$ cat src/sv/ewvp_pkg.sv
// Shared types, constants and state codes for the EWMA variance predictor.
package ewvp_pkg;

    // Fixed field widths of the item formats.
    localparam int PRICE_FIELD_BITS = 32;
    localparam int Q_BITS           = 32;
    localparam int DECAY_BITS       = 16;

    // Defaults for the top-level parameters.
    localparam int PRICE_WIDTH_DEF         = 32;
    localparam int DECAY_FRACTION_BITS_DEF = 16;

    // Decay factor after reset (about 0.94 in Q0.16).
    localparam logic [DECAY_BITS-1:0] DECAY_RESET = 16'd61604;

    // Largest Q0.32 value, used when the squared return clips.
    localparam logic [Q_BITS-1:0] Q_MAX = '1;

    // Sample position codes.
    localparam logic [1:0] POS_EMPTY  = 2'd0;
    localparam logic [1:0] POS_ONE    = 2'd1;
    localparam logic [1:0] POS_SEEDED = 2'd2;

    // One input item.
    typedef struct packed {
        logic [PRICE_FIELD_BITS-1:0] price;
        logic                        last_in_series;
    } t_in_item;

    // One result item.
    typedef struct packed {
        logic [Q_BITS-1:0] variance;
        logic              saturated;
        logic              zero_price_error;
    } t_out_item;

    // Sequencer states.
    typedef enum logic [2:0] {
        ST_IDLE,
        ST_EVAL,
        ST_DIV,
        ST_SQR,
        ST_MAC,
        ST_DONE
    } t_state;

endpackage

$ cat src/sv/ewvp_div.sv
// Bit-serial restoring divider that forms floor(num * 2^32 / den) for num < den.
module ewvp_div #(
    parameter int PRICE_WIDTH = 32
) (
    input  logic                            i_clk,
    input  logic                            i_rst_n,
    input  logic                            i_start,
    input  logic [PRICE_WIDTH-1:0]          i_num,
    input  logic [PRICE_WIDTH-1:0]          i_den,
    output logic                            o_done,
    output logic [ewvp_pkg::Q_BITS-1:0]     o_quot
);
    import ewvp_pkg::*;

    localparam int CW = $clog2(Q_BITS);

    logic                   r_busy;
    logic                   r_done;
    logic [CW-1:0]          r_cnt;
    logic [PRICE_WIDTH-1:0] r_rem;
    logic [Q_BITS-1:0]      r_quot;

    logic [PRICE_WIDTH:0]   shifted;
    logic [PRICE_WIDTH:0]   diff;
    logic                   take;
    logic                   last_step;

    // One quotient bit per cycle: shift the remainder and try the subtract.
    assign shifted   = {r_rem, 1'b0};
    assign diff      = shifted - {1'b0, i_den};
    assign take      = shifted >= {1'b0, i_den};
    assign last_step = r_cnt == CW'(Q_BITS - 1);

    // Control: busy flag, step count and a done pulse after the last bit.
    always_ff @(posedge i_clk) begin
        if (!i_rst_n) begin
            r_busy <= 1'b0;
            r_done <= 1'b0;
            r_cnt  <= '0;
        end else begin
            r_done <= r_busy && last_step;
            if (i_start) begin
                r_busy <= 1'b1;
                r_cnt  <= '0;
            end else if (r_busy) begin
                r_cnt <= r_cnt + 1'b1;
                if (last_step) begin
                    r_busy <= 1'b0;
                end
            end
        end
    end

    // Datapath: remainder and quotient shift register.
    always_ff @(posedge i_clk) begin
        if (i_start) begin
            r_rem  <= i_num;
            r_quot <= '0;
        end else if (r_busy) begin
            r_rem  <= take ? diff[PRICE_WIDTH-1:0] : shifted[PRICE_WIDTH-1:0];
            r_quot <= {r_quot[Q_BITS-2:0], take};
        end
    end

    assign o_done = r_done;
    assign o_quot = r_quot;

endmodule

$ cat src/sv/ewvp_sqr.sv
// Bit-serial squarer that returns the upper half of a 32 by 32 bit product.
module ewvp_sqr (
    input  logic                        i_clk,
    input  logic                        i_rst_n,
    input  logic                        i_start,
    input  logic [ewvp_pkg::Q_BITS-1:0] i_op,
    output logic                        o_done,
    output logic [ewvp_pkg::Q_BITS-1:0] o_square
);
    import ewvp_pkg::*;

    localparam int CW = $clog2(Q_BITS);

    logic              r_busy;
    logic              r_done;
    logic [CW-1:0]     r_cnt;
    logic [Q_BITS-1:0] r_mult;
    logic [Q_BITS-1:0] r_hi;

    logic [Q_BITS:0]   sum;
    logic              last_step;

    // Add the operand when the current multiplier bit is set, then shift right.
    // The bits shifted out never feed back, so only the high half is kept.
    assign sum       = {1'b0, r_hi} + (r_mult[0] ? {1'b0, i_op} : '0);
    assign last_step = r_cnt == CW'(Q_BITS - 1);

    // Control: busy flag, step count and done pulse.
    always_ff @(posedge i_clk) begin
        if (!i_rst_n) begin
            r_busy <= 1'b0;
            r_done <= 1'b0;
            r_cnt  <= '0;
        end else begin
            r_done <= r_busy && last_step;
            if (i_start) begin
                r_busy <= 1'b1;
                r_cnt  <= '0;
            end else if (r_busy) begin
                r_cnt <= r_cnt + 1'b1;
                if (last_step) begin
                    r_busy <= 1'b0;
                end
            end
        end
    end

    // Datapath: multiplier shift register and high accumulator.
    always_ff @(posedge i_clk) begin
        if (i_start) begin
            r_mult <= i_op;
            r_hi   <= '0;
        end else if (r_busy) begin
            r_mult <= {1'b0, r_mult[Q_BITS-1:1]};
            r_hi   <= sum[Q_BITS:1];
        end
    end

    assign o_done   = r_done;
    assign o_square = r_hi;

endmodule

$ cat src/sv/ewvp_mac.sv
// Bit-serial weighted mean: floor((lam * var + (2^F - lam) * u) / 2^F).
module ewvp_mac #(
    parameter int DECAY_FRACTION_BITS = 16
) (
    input  logic                           i_clk,
    input  logic                           i_rst_n,
    input  logic                           i_start,
    input  logic [DECAY_FRACTION_BITS:0]   i_lambda,
    input  logic [ewvp_pkg::Q_BITS-1:0]    i_var,
    input  logic [ewvp_pkg::Q_BITS-1:0]    i_u,
    output logic                           o_done,
    output logic [ewvp_pkg::Q_BITS-1:0]    o_result
);
    import ewvp_pkg::*;

    localparam int F  = DECAY_FRACTION_BITS;
    localparam int CW = $clog2(F + 1);

    logic              r_busy;
    logic              r_done;
    logic [CW-1:0]     r_cnt;
    logic [F:0]        r_lam;
    logic [F:0]        r_wgt;
    logic [Q_BITS:0]   r_hi;
    logic [Q_BITS-1:0] r_result;

    logic [F:0]        one;
    logic [Q_BITS+1:0] sum;
    logic              last_step;

    assign one = (F + 1)'(1) << F;

    // Both weights are walked LSB first; the top weight bit is added
    // without a shift so that the sum ends up divided by 2^F.
    assign sum = {1'b0, r_hi}
               + (r_lam[0] ? {2'b00, i_var} : '0)
               + (r_wgt[0] ? {2'b00, i_u} : '0);
    assign last_step = r_cnt == CW'(F);

    // Control: busy flag, step count and done pulse.
    always_ff @(posedge i_clk) begin
        if (!i_rst_n) begin
            r_busy <= 1'b0;
            r_done <= 1'b0;
            r_cnt  <= '0;
        end else begin
            r_done <= r_busy && last_step;
            if (i_start) begin
                r_busy <= 1'b1;
                r_cnt  <= '0;
            end else if (r_busy) begin
                r_cnt <= r_cnt + 1'b1;
                if (last_step) begin
                    r_busy <= 1'b0;
                end
            end
        end
    end

    // Datapath: weight shift registers, accumulator and result.
    always_ff @(posedge i_clk) begin
        if (i_start) begin
            r_lam <= i_lambda;
            r_wgt <= one - i_lambda;
            r_hi  <= '0;
        end else if (r_busy) begin
            r_lam <= {1'b0, r_lam[F:1]};
            r_wgt <= {1'b0, r_wgt[F:1]};
            if (last_step) begin
                r_result <= sum[Q_BITS-1:0];
            end else begin
                r_hi <= sum[Q_BITS+1:1];
            end
        end
    end

    assign o_done   = r_done;
    assign o_result = r_result;

endmodule

$ cat src/sv/ewma_variance_predictor_unit.sv
// EWMA variance predictor: sequencer, series state and output register.
//
// Usage: one price sample is transferred on the input channel when
// i_in_valid is high and o_in_stall is low; one result is transferred on the
// output channel when o_out_valid is high and i_out_stall is low. Each input
// item yields exactly one result. The decay factor is written through
// i_cfg_we / i_cfg_data; the user must write it only while the block is idle, as the block does not enforce this.
// Processing: the first sample of a series and a sample after a zero price
// go straight to the result. A clipped return skips the divider and
// squarer. A full update runs a bit-serial divide, a bit-serial square and
// a serial multiply-accumulate, in that order. One item is processed at a
// time; the next one can be taken in the cycle after the previous result is loaded.
// Reset clears the series state and restores the decay factor to about 0.94.
// A stalled result is held in the output register; a finished item waits in
// ST_DONE until the register frees up, while no new item is taken.
module ewma_variance_predictor_unit #(
    parameter int PRICE_WIDTH         = ewvp_pkg::PRICE_WIDTH_DEF,
    parameter int DECAY_FRACTION_BITS = ewvp_pkg::DECAY_FRACTION_BITS_DEF
) (
    input  logic                            i_clk,
    input  logic                            i_rst_n,
    input  logic                            i_in_valid,
    output logic                            o_in_stall,
    input  ewvp_pkg::t_in_item              i_in_data,
    output logic                            o_out_valid,
    input  logic                            i_out_stall,
    output ewvp_pkg::t_out_item             o_out_data,
    input  logic                            i_cfg_we,
    input  logic [ewvp_pkg::DECAY_BITS-1:0] i_cfg_data
);
    import ewvp_pkg::*;

    localparam int PW = PRICE_WIDTH;
    localparam int F  = DECAY_FRACTION_BITS;
    localparam int EW = (PW > PRICE_FIELD_BITS) ? PW : PRICE_FIELD_BITS;
    localparam int LW = (F + 1 > DECAY_BITS) ? F + 1 : DECAY_BITS;

    t_state r_state;
    t_state n_state;

    logic [DECAY_BITS-1:0] r_decay;
    logic [PW-1:0]         r_prev;
    logic [PW-1:0]         r_price;
    logic                  r_last;
    logic [1:0]            r_pos;
    logic [Q_BITS-1:0]     r_runvar;
    logic [Q_BITS-1:0]     r_u;
    logic                  r_sat;
    logic                  r_err;
    logic                  r_out_valid;
    t_out_item             r_out;

    logic [EW-1:0]         price_ext;
    logic [PW-1:0]         diff;
    logic                  clip;
    logic                  first;
    logic                  zero_prev;
    logic [LW-1:0]         lam_ext;
    logic [LW-1:0]         one_ext;
    logic [LW-1:0]         lam_lim;

    logic                  in_take;
    logic                  div_start;
    logic                  sqr_start;
    logic                  mac_start;
    logic                  out_load;
    logic                  out_free;

    logic                  div_done;
    logic [Q_BITS-1:0]     div_quot;
    logic                  sqr_done;
    logic [Q_BITS-1:0]     sqr_square;
    logic                  mac_done;
    logic [Q_BITS-1:0]     mac_result;

    // Input price limited to the configured width.
    assign price_ext = EW'(i_in_data.price);

    // Return magnitude and the special cases of the current item.
    assign diff      = (r_price >= r_prev) ? r_price - r_prev : r_prev - r_price;
    assign clip      = diff >= r_prev;
    assign first     = r_pos == POS_EMPTY;
    assign zero_prev = r_prev == '0;

    // Decay factor limited to one.
    assign lam_ext = LW'(r_decay);
    assign one_ext = LW'(1) << F;
    assign lam_lim = (lam_ext > one_ext) ? one_ext : lam_ext;

    assign out_free = !r_out_valid || !i_out_stall;

    // Next-state logic of the sequencer.
    always_comb begin
        n_state = r_state;
        case (r_state)
            ST_IDLE: begin
                if (i_in_valid) begin
                    n_state = ST_EVAL;
                end
            end
            ST_EVAL: begin
                if (first || zero_prev) begin
                    n_state = ST_DONE;
                end else if (!clip) begin
                    n_state = ST_DIV;
                end else if (r_pos == POS_ONE) begin
                    n_state = ST_DONE;
                end else begin
                    n_state = ST_MAC;
                end
            end
            ST_DIV: begin
                if (div_done) begin
                    n_state = ST_SQR;
                end
            end
            ST_SQR: begin
                if (sqr_done) begin
                    n_state = (r_pos == POS_ONE) ? ST_DONE : ST_MAC;
                end
            end
            ST_MAC: begin
                if (mac_done) begin
                    n_state = ST_DONE;
                end
            end
            ST_DONE: begin
                if (out_free) begin
                    n_state = ST_IDLE;
                end
            end
            default: n_state = ST_IDLE;
        endcase
    end

    // Sequencer outputs: unit starts, input stall and result load.
    always_comb begin
        o_in_stall = 1'b1;
        div_start  = 1'b0;
        sqr_start  = 1'b0;
        mac_start  = 1'b0;
        out_load   = 1'b0;
        case (r_state)
            ST_IDLE: o_in_stall = 1'b0;
            ST_EVAL: begin
                div_start = !first && !zero_prev && !clip;
                mac_start = !first && !zero_prev && clip && (r_pos != POS_ONE);
            end
            ST_SQR:  mac_start = sqr_done && (r_pos != POS_ONE);
            ST_DIV:  sqr_start = div_done;
            ST_DONE: out_load  = out_free;
            default: o_in_stall = 1'b1;
        endcase
    end

    assign in_take = i_in_valid && !o_in_stall;

    // State register and output valid flag.
    always_ff @(posedge i_clk) begin
        if (!i_rst_n) begin
            r_state     <= ST_IDLE;
            r_out_valid <= 1'b0;
        end else begin
            r_state <= n_state;
            if (out_load) begin
                r_out_valid <= 1'b1;
            end else if (!i_out_stall) begin
                r_out_valid <= 1'b0;
            end
        end
    end

    // Decay factor register.
    always_ff @(posedge i_clk) begin
        if (!i_rst_n) begin
            r_decay <= DECAY_RESET;
        end else if (i_cfg_we) begin
            r_decay <= i_cfg_data;
        end
    end

    // Series state: previous price, position and running variance.
    always_ff @(posedge i_clk) begin
        if (!i_rst_n) begin
            r_prev   <= '0;
            r_pos    <= POS_EMPTY;
            r_runvar <= '0;
        end else begin
            if (r_state == ST_EVAL) begin
                if (first) begin
                    r_pos    <= POS_ONE;
                    r_runvar <= '0;
                end else if (!zero_prev && clip && r_pos == POS_ONE) begin
                    r_runvar <= Q_MAX;
                    r_pos    <= POS_SEEDED;
                end
            end
            if (r_state == ST_SQR && sqr_done && r_pos == POS_ONE) begin
                r_runvar <= sqr_square;
                r_pos    <= POS_SEEDED;
            end
            if (r_state == ST_MAC && mac_done) begin
                r_runvar <= mac_result;
                r_pos    <= POS_SEEDED;
            end
            if (out_load) begin
                if (r_last) begin
                    r_prev   <= '0;
                    r_pos    <= POS_EMPTY;
                    r_runvar <= '0;
                end else begin
                    r_prev <= r_price;
                end
            end
        end
    end

    // Item payload, squared return and result flags.
    always_ff @(posedge i_clk) begin
        if (in_take) begin
            r_price <= price_ext[PW-1:0];
            r_last  <= i_in_data.last_in_series;
        end
        if (r_state == ST_EVAL) begin
            r_sat <= !first && !zero_prev && clip;
            r_err <= !first && zero_prev;
            r_u   <= Q_MAX;
        end
        if (sqr_start) begin
            r_u <= r_u;
        end
        if (r_state == ST_SQR && sqr_done) begin
            r_u <= sqr_square;
        end
    end

    // Output register.
    always_ff @(posedge i_clk) begin
        if (out_load) begin
            r_out.variance         <= r_runvar;
            r_out.saturated        <= r_sat;
            r_out.zero_price_error <= r_err;
        end
    end

    ewvp_div #(
        .PRICE_WIDTH(PW)
    ) u_div (
        .i_clk   (i_clk),
        .i_rst_n (i_rst_n),
        .i_start (div_start),
        .i_num   (diff),
        .i_den   (r_prev),
        .o_done  (div_done),
        .o_quot  (div_quot)
    );

    ewvp_sqr u_sqr (
        .i_clk    (i_clk),
        .i_rst_n  (i_rst_n),
        .i_start  (sqr_start),
        .i_op     (div_quot),
        .o_done   (sqr_done),
        .o_square (sqr_square)
    );

    ewvp_mac #(
        .DECAY_FRACTION_BITS(F)
    ) u_mac (
        .i_clk    (i_clk),
        .i_rst_n  (i_rst_n),
        .i_start  (mac_start),
        .i_lambda (lam_lim[F:0]),
        .i_var    (r_runvar),
        .i_u      (r_u),
        .o_done   (mac_done),
        .o_result (mac_result)
    );

    assign o_out_valid = r_out_valid;
    assign o_out_data  = r_out;

endmodule

$ cat config.mk
export PLATFORM = sky130hd
export DESIGN_NAME = ewma_variance_predictor_unit
export DESIGN_NICKNAME = d
export VERILOG_FILES = /design/src/sv/ewvp_pkg.sv /design/src/sv/ewvp_div.sv /design/src/sv/ewvp_sqr.sv /design/src/sv/ewvp_mac.sv /design/src/sv/ewma_variance_predictor_unit.sv
export SDC_FILE = /design/constraint.sdc
export NUM_CORES = 1
export LEC_CHECK = 0
export ABC_AREA = 1
export CELL_PAD_IN_SITES_DETAIL_PLACEMENT = 1
export CELL_PAD_IN_SITES_GLOBAL_PLACEMENT = 1
export CORE_MARGIN = 2
export CORE_UTILIZATION = 52
export DETAILED_ROUTE_END_ITERATION = 10
export DONT_BUFFER_PORTS = 1
export MAX_ROUTING_LAYER = met4
export PLACE_DENSITY = 0.95
export SLEW_MARGIN = 20
export SYNTH_ARGS = -nofsm -noshare
export SYNTH_HDL_FRONTEND = slang
export SYNTH_HIERARCHICAL = 1
export SYNTH_SLANG_ARGS = --single-unit
$ cat constraint.sdc
create_clock -name i_clk -period 18.85 [get_ports i_clk]
set_input_delay 1.885 -clock i_clk [delete_from_list [all_inputs] [get_ports i_clk]]
set_output_delay 1.885 -clock i_clk [all_outputs]
set_load 0.02 [all_outputs]
* Yosys cells after proc, flatten, opt, wreduce, memory -nomap -nowiden
Cells that the tools add are included.
Word-level totals: output and inout port bits 36, input port bits 54, logic and storage cells 158, register bits 435
Operators by class: reduce and logical (&&, ||, !) cells 36, bitwise logic cells 3, multiplexer cells 57, add/subtract/negate cells 10, equal/unequal tests 17, $lt $le $gt $ge 4
Operators by type and width (number):
- two-way mux 32 bit | 20
- subtractor 32 bit | 3
- two-way mux 17 bit | 5
- greater-or-equal comparator 32 bit | 2
- adder 33 x 34 -> 34 bit | 1
- adder 34 bit | 1
- adder 32 x 33 -> 33 bit | 1
- greater-or-equal comparator 33 x 32 -> 1 bit | 1
- zero test 32 bit | 1
- two-way mux 3 bit | 7
- one-hot mux 3 bit (6 select lines) | 1
- greater-than comparator 16 x 17 -> 1 bit (second input constant) | 1
- subtractor 17 bit (first input constant) | 1
- two-way mux 1 bit | 16
- adder 5 x 1 -> 5 bit (second input constant) | 3
- == test 5 bit (second input constant) | 3
- logical AND 1 bit | 15
- two-way mux 2 bit | 7
- != test 2 x 1 -> 1 bit (second input constant) | 6
- nonzero test 2 bit | 4
- == test 3 x 2 -> 1 bit (second input constant) | 2
- == test 3 bit (second input constant) | 2
- OR reduction 2 bit | 3
- zero test 1 bit | 5
- 11 further kinds | 16

* Depth between registers and ports, before layout
depth in word-level cells 12, mapped depth 38, gate-level depth less buffers 35

* Modules after synthesis
Netlist, hierarchy kept.
Modules (own cells, without submodules):
- ewma_variance_predictor_unit | area each 11797.6 µm², cells each 1567, times used 1, sequential area each 4754.6 µm²
- ewvp_mac | area each 7617.3 µm², cells each 1016, times used 1, sequential area each 2782.7 µm²
- ewvp_div | area each 5838.1 µm², cells each 928, times used 1, sequential area each 1741.7 µm²
- ewvp_sqr | area each 5216.3 µm², cells each 843, times used 1, sequential area each 1741.7 µm²

* Worst setup path before layout
Ideal clock, no wire load.
path kind register to register, start point reg r_prev[0], end point reg u_mac.r_result[0], in the netlist u_mac/o_result[0], enable pin, library setup time 0.461 ns, stages on the path, launching flop included 35, clock period less this slack 6.354 ns, path slack 12.496 ns, arrival 5.893 ns, data required time 18.389 ns, buffers on the path 3, cells stage by stage dfxtp_1 > ha_1 > inv_1 > fa_1 > inv_1 > o21ai_2 > inv_2 > o21bai_2 > a21o_1 > nand2_2 > nand3_4 > inv_4 > buf_6 > nand2_1 > nand2_1 > nand2_1 > nand2_1 > inv_1 > ha_1 > nand2_1 > nand2_1 > nand2_1 > nand2_1 > nand2_1 > nand2_1 > nor2_1 > nand2_1 > nand2_1 > nand2_1 > and2_1 > nor2_1 > nor3_1 > buf_2 > buf_1 > nor3_1
On the way: word-level cells in the longest chain between the ends 8, elaborated cells between the ends (all ways) 13, those cells by class 2 x add/sub; 2 x order compare; 2 x mux; 1 x bitwise; 6 x reduce/logical
RTL lines:
- start: declaration | line ewma_variance_predictor_unit.sv:42 | logic [PW-1:0] r_prev;
- start signal: assignment | line ewma_variance_predictor_unit.sv:212 | r_prev <= r_price;
- subtractor 32 bit / greater-or-equal comparator 32 bit (equally long branches) | line ewma_variance_predictor_unit.sv:80 | assign diff = (r_price >= r_prev) ? r_price - r_prev : r_prev - r_price;
- two-way mux 32 bit (*) | line ewma_variance_predictor_unit.sv:80
- named net diff[9] | line ewma_variance_predictor_unit.sv:54 | logic [PW-1:0] diff;
- greater-or-equal comparator 32 bit (*) | line ewma_variance_predictor_unit.sv:81 | assign clip = diff >= r_prev;
- logical AND 1 bit (*) (2 in series) | line ewma_variance_predictor_unit.sv:147 | mac_start = !first && !zero_prev && clip && (r_pos != POS_ONE);
- one-hot mux 1 bit (2 select lines) (*) | line ewma_variance_predictor_unit.sv:143 | case (r_state)
- named net mac_start | line ewma_variance_predictor_unit.sv:65 | logic mac_start;
- NOT 1 bit (no source line) (*)
- AND reduction 3 bit (no source line) (*)
- end signal: assignment | line ewvp_mac.sv:70 | r_result <= sum[Q_BITS-1:0];
- end: declaration | line ewvp_mac.sv:25 | logic [Q_BITS-1:0] r_result;
Mark *: on every way through the listed nets, which the timed path passes. The rest lies on a longest branch. A chain may end at the register's enable or synchronous reset.

* Worst setup path after layout
start point reg r_prev[0], end point reg u_mac.r_lam[1], data pin
On the way: word-level cells in the longest chain between the ends 7, elaborated cells between the ends (all ways) 12, those cells by class 2 x add/sub; 2 x order compare; 3 x mux; 5 x reduce/logical
RTL lines:
- subtractor 32 bit / greater-or-equal comparator 32 bit (equally long branches) | line ewma_variance_predictor_unit.sv:80
- two-way mux 32 bit (*) | line ewma_variance_predictor_unit.sv:80
- named net diff[15] | line ewma_variance_predictor_unit.sv:54
- greater-or-equal comparator 32 bit (*) | line ewma_variance_predictor_unit.sv:81
- logical AND 1 bit (*) (2 in series) | line ewma_variance_predictor_unit.sv:147
- one-hot mux 1 bit (2 select lines) (*) | line ewma_variance_predictor_unit.sv:143
- named net mac_start | line ewma_variance_predictor_unit.sv:65
- two-way mux 17 bit (*) | line ewvp_mac.sv:62 | if (i_start) begin
- end signal: assignment | line ewvp_mac.sv:63 | r_lam <= i_lambda;
- end signal: assignment | line ewvp_mac.sv:67 | r_lam <= {1'b0, r_lam[F:1]};
- end: declaration | line ewvp_mac.sv:22 | logic [F:0] r_lam;
Marked as above.

==> results.txt <==
Vias per cell: 5.89
IO Port Bufs: 0
Adder-cell share of the synthesized area: 0.105
PostCTS Resize Cnt: 0
Final Setup Violations: 0
Chip width: 246 um
Seq/Total Area, Yosys: 0.362
IO Count: 90
DP HPWL: 83.6 mm
Grt met1 use: 0.490
Seq cells post-synth: 435
Post-route cell area: 0.0327 mm^2
CP delay by family, top: simple AND/OR/NAND/NOR gates
Deepest clock path buffer count: 3
Worst path required time: 19.16 ns
Post-CTS setup buffer count: 0
Initial drt markers: 2761
Critical Path Max Stage Delay: 0.59 ns
Vias after detailed routing: 30300
Synth area leaders: edfxtp_1, nand2_1, dfxtp_1
Fin Setup TNS: 0 ns
Area grow syn2layout: 7.43%
CP dominant cell by count: nand2_1
Largest net degree at the start of global routing: 74
Layout cell share with drive strength beyond 1: 0.0484
Pwr/cell area: 144 mW/mm^2
Min cycle time layout: 7.04 ns
Clock Latency Late Sink: 0.62 ns
Clk sinks: 435
Setup Slack @ Placement: 12.45 ns
GR Overflow Total: 0
Core area: 0.0578 mm^2
CP max FO: 38
Synthesized area: 0.0305 mm^2
Max-cap violations: 0
Vias in the first global route: 31400
Most used DFF post-synth: edfxtp_1
Tcrit/Tclk final: 0.373
Die height: 246 um
Met3 GRT Util: 0.0789
Final hold vios: 0
Count leader, synth: nand2_1
Post-synth EDFFs: 231
Critical path data arrival time: 7.35 ns
Buf/Inv on CP: 7
Fill cell count: 7616
# H-tree levels: 2
Hold slack final: 0.457 ns
Slew Viols, Final: 0
Post-Synth XOR/XNOR Area: 0.0181
Seq. cell area: 0.0110 mm^2
Final Skew: 0.0331 ns
Area occupied by multi-input gates: 0.0159 mm^2
Cts bufs inserted: 49
Total track usage: 0.400
Initial antenna violation count: 8
Leakage: 16.1 nW
Run status: finished, final reports clean
Clk root buf: clkbuf_16
Worst-path clk slew: 0.08 ns
Post-DR wirelength/cell: 23.2 um
Worst setup slack after layout: 11.81 ns
Routability congestion estimate: 0.972
Main combinational cell family by area after synthesis: simple AND/OR/NAND/NOR gates
Hold Crit Class: flop to flop
Syn avg cell area: 7.00 um^2
DP Area: 0.0311 mm^2
Post-synthesis simple-gate area fraction: 0.292
Post-route DRC violation count: 0
Final nets: 4610
Met2 GRT Util: 0.628
Share of the synthesized area in the top cell type: 0.228
Area leader, netlist: edfxtp_1
Initial Utilization: 0.527
Top Usage Layer GRT: met2
Worst slew pin tran: 1.14 ns
Commonest cells in the netlist: nand2_1, inv_1, nor2_1, edfxtp_1, a21oi_1
Critical path type: flop to flop
Drt first pass iters: 5
First-pass GRT wire length: 181 mm
RSZ-0062 raised after global routing: false
Std-Cell Rows: 88
Hold buffer count at CTS: 0
Fmax: 0.142 GHz
CP Launch Type: flop
Max VDD drop: 0.0998 mV
Synth unique cells: 58
Synth Instances: 4354
CTS tree: done
Routed WL: 119 mm
Routed Antenna Nets: 0
Die footprint: 0.0605 mm^2
Kind of end point of the critical path: flop
Post-synth ARST share: 0
Post-synthesis compound-gate area fraction: 0.105
Max-slew headroom: 0.236
Synth warnings: 6
Mux share of post-synthesis cell area: 0.000329
Worst path slowest cell: o21ai_0
## layout by cell type, fill, tap and decap left out, types with 8 or more instances in the layout
| cell type | netlist | layout |
|---|---|---|
| a211oi_1 | 36 | 36 |
| a21o_1 | 16 | 16 |
| a21oi_1 | 209 | 209 |
| a21oi_2 | 9 | 8 |
| and2_1 | 25 | 25 |
| buf_4 | 7 | 23 |
| clkbuf_1 | 59 | 12 |
| clkbuf_16 | 0 | 49 |
| clkbuf_8 | 0 | 9 |
| dfxtp_1 | 204 | 204 |
| diode_2 | 0 | 10 |
| edfxtp_1 | 231 | 231 |
| fa_1 | 37 | 37 |
| ha_1 | 197 | 197 |
| inv_1 | 789 | 788 |
| inv_2 | 22 | 23 |
| nand2_1 | 1358 | 1358 |
| nand2_2 | 24 | 24 |
| nand3_1 | 207 | 206 |
| nand3b_1 | 34 | 34 |
| nand4_1 | 25 | 25 |
| nor2_1 | 372 | 369 |
| nor2_2 | 16 | 16 |
| nor2_4 | 7 | 10 |
| nor3_1 | 35 | 32 |
| nor4_1 | 8 | 8 |
| o21a_1 | 8 | 8 |
| o21ai_0 | 173 | 173 |
| o21ai_1 | 16 | 16 |
| o21bai_1 | 27 | 27 |
| o22ai_1 | 40 | 40 |
| xnor2_1 | 30 | 30 |
| xor2_1 | 31 | 31 |
## worst reg2reg max path, delay by kind of cell (launching register included)
family	cells	cell delay [ns]
and+or+nand+nor	16	2.33
DFF	1	0.51
buffers and inverters	7	1.91
AOI/OAI and AO/OA	4	0.97
adders and majority gates	3	1.02
## flip-flops by register name, indices dropped and copies added, names as in the netlist, 17 cells and up
name,count
u_mac/r_lam,17
u_mac/r_wgt,17
u_mac/r_hi,33
r_u,32
u_div/o_quot,32
r_prev,32
u_sqr/r_mult,32
o_out_data,34
r_price,32
r_runvar,32
u_sqr/o_square,32
u_div/r_rem,32
u_mac/o_result,32
## layout make-up
| class | instances | area share |
|---|---|---|
| Inverter | 815 | 0.0935 |
| Tap cell | 765 | 0.0292 |
| Multi-Input combinational cell | 2997 | 0.486 |
| Timing Repair Buffer | 24 | 0.00573 |
| Antenna cell | 10 | 0.000764 |
| Clock inverter | 20 | 0.00531 |
| Clock buffer | 70 | 0.0426 |
| Sequential cell | 435 | 0.337 |
## per-layer routing
metal	up-vias	wire (um)
li1	13600	-
met1	14700	47700
met2	1517	54200
met3	385	10900
met4	0	6440
met5	-	0
## final timing paths
kind	start	endpoint	slack, ns	cells past startpoint
max reg2reg	r_prev[0]$_SDFFE_PN0P_	u_mac/r_lam[1]$_DFFE_PP_	11.81	30
max	r_prev[0]$_SDFFE_PN0P_	u_mac/r_lam[1]$_DFFE_PP_	11.81	30
min reg2reg	u_mac/r_hi[16]$_SDFFE_PP0P_	u_mac/r_hi[16]$_SDFFE_PP0P_	0.46	2
min	u_mac/r_hi[16]$_SDFFE_PP0P_	u_mac/r_hi[16]$_SDFFE_PP0P_	0.46	2
## metrics by stage
| step | util | total power [W] | std cells |
|---|---|---|---|
| after floorplan | - | 0.00288 | 4356 |
| after global placement | 0.538 | 0.00346 | 5035 |
| after detailed placement | 0.538 | 0.00358 | 5035 |
| after CTS | 0.566 | 0.00464 | 5125 |
| after global routing | 0.566 | 0.00497 | 5135 |
| final | 0.566 | 0.00472 | 5136 |
## power breakdown
| part | leakage (nW) | switching, W | total [W] | internal [W] |
|---|---|---|---|---|
| Sequential | 3.69 | 0.000142 | 0.00135 | 0.00121 |
| Combinational | 11.7 | 0.00168 | 0.00240 | 0.000717 |
| Clock | 0.763 | 0.000438 | 0.000972 | 0.000534 |
## cells by family after synthesis
group,after synthesis
flops,435
fa+ha+maj,234
compound gates,562
xor+xnor,62
simple gates,2135
buf+inv,924
other cells,1
mux,1
No activity file was read; power rests on OpenSTA's default activity.
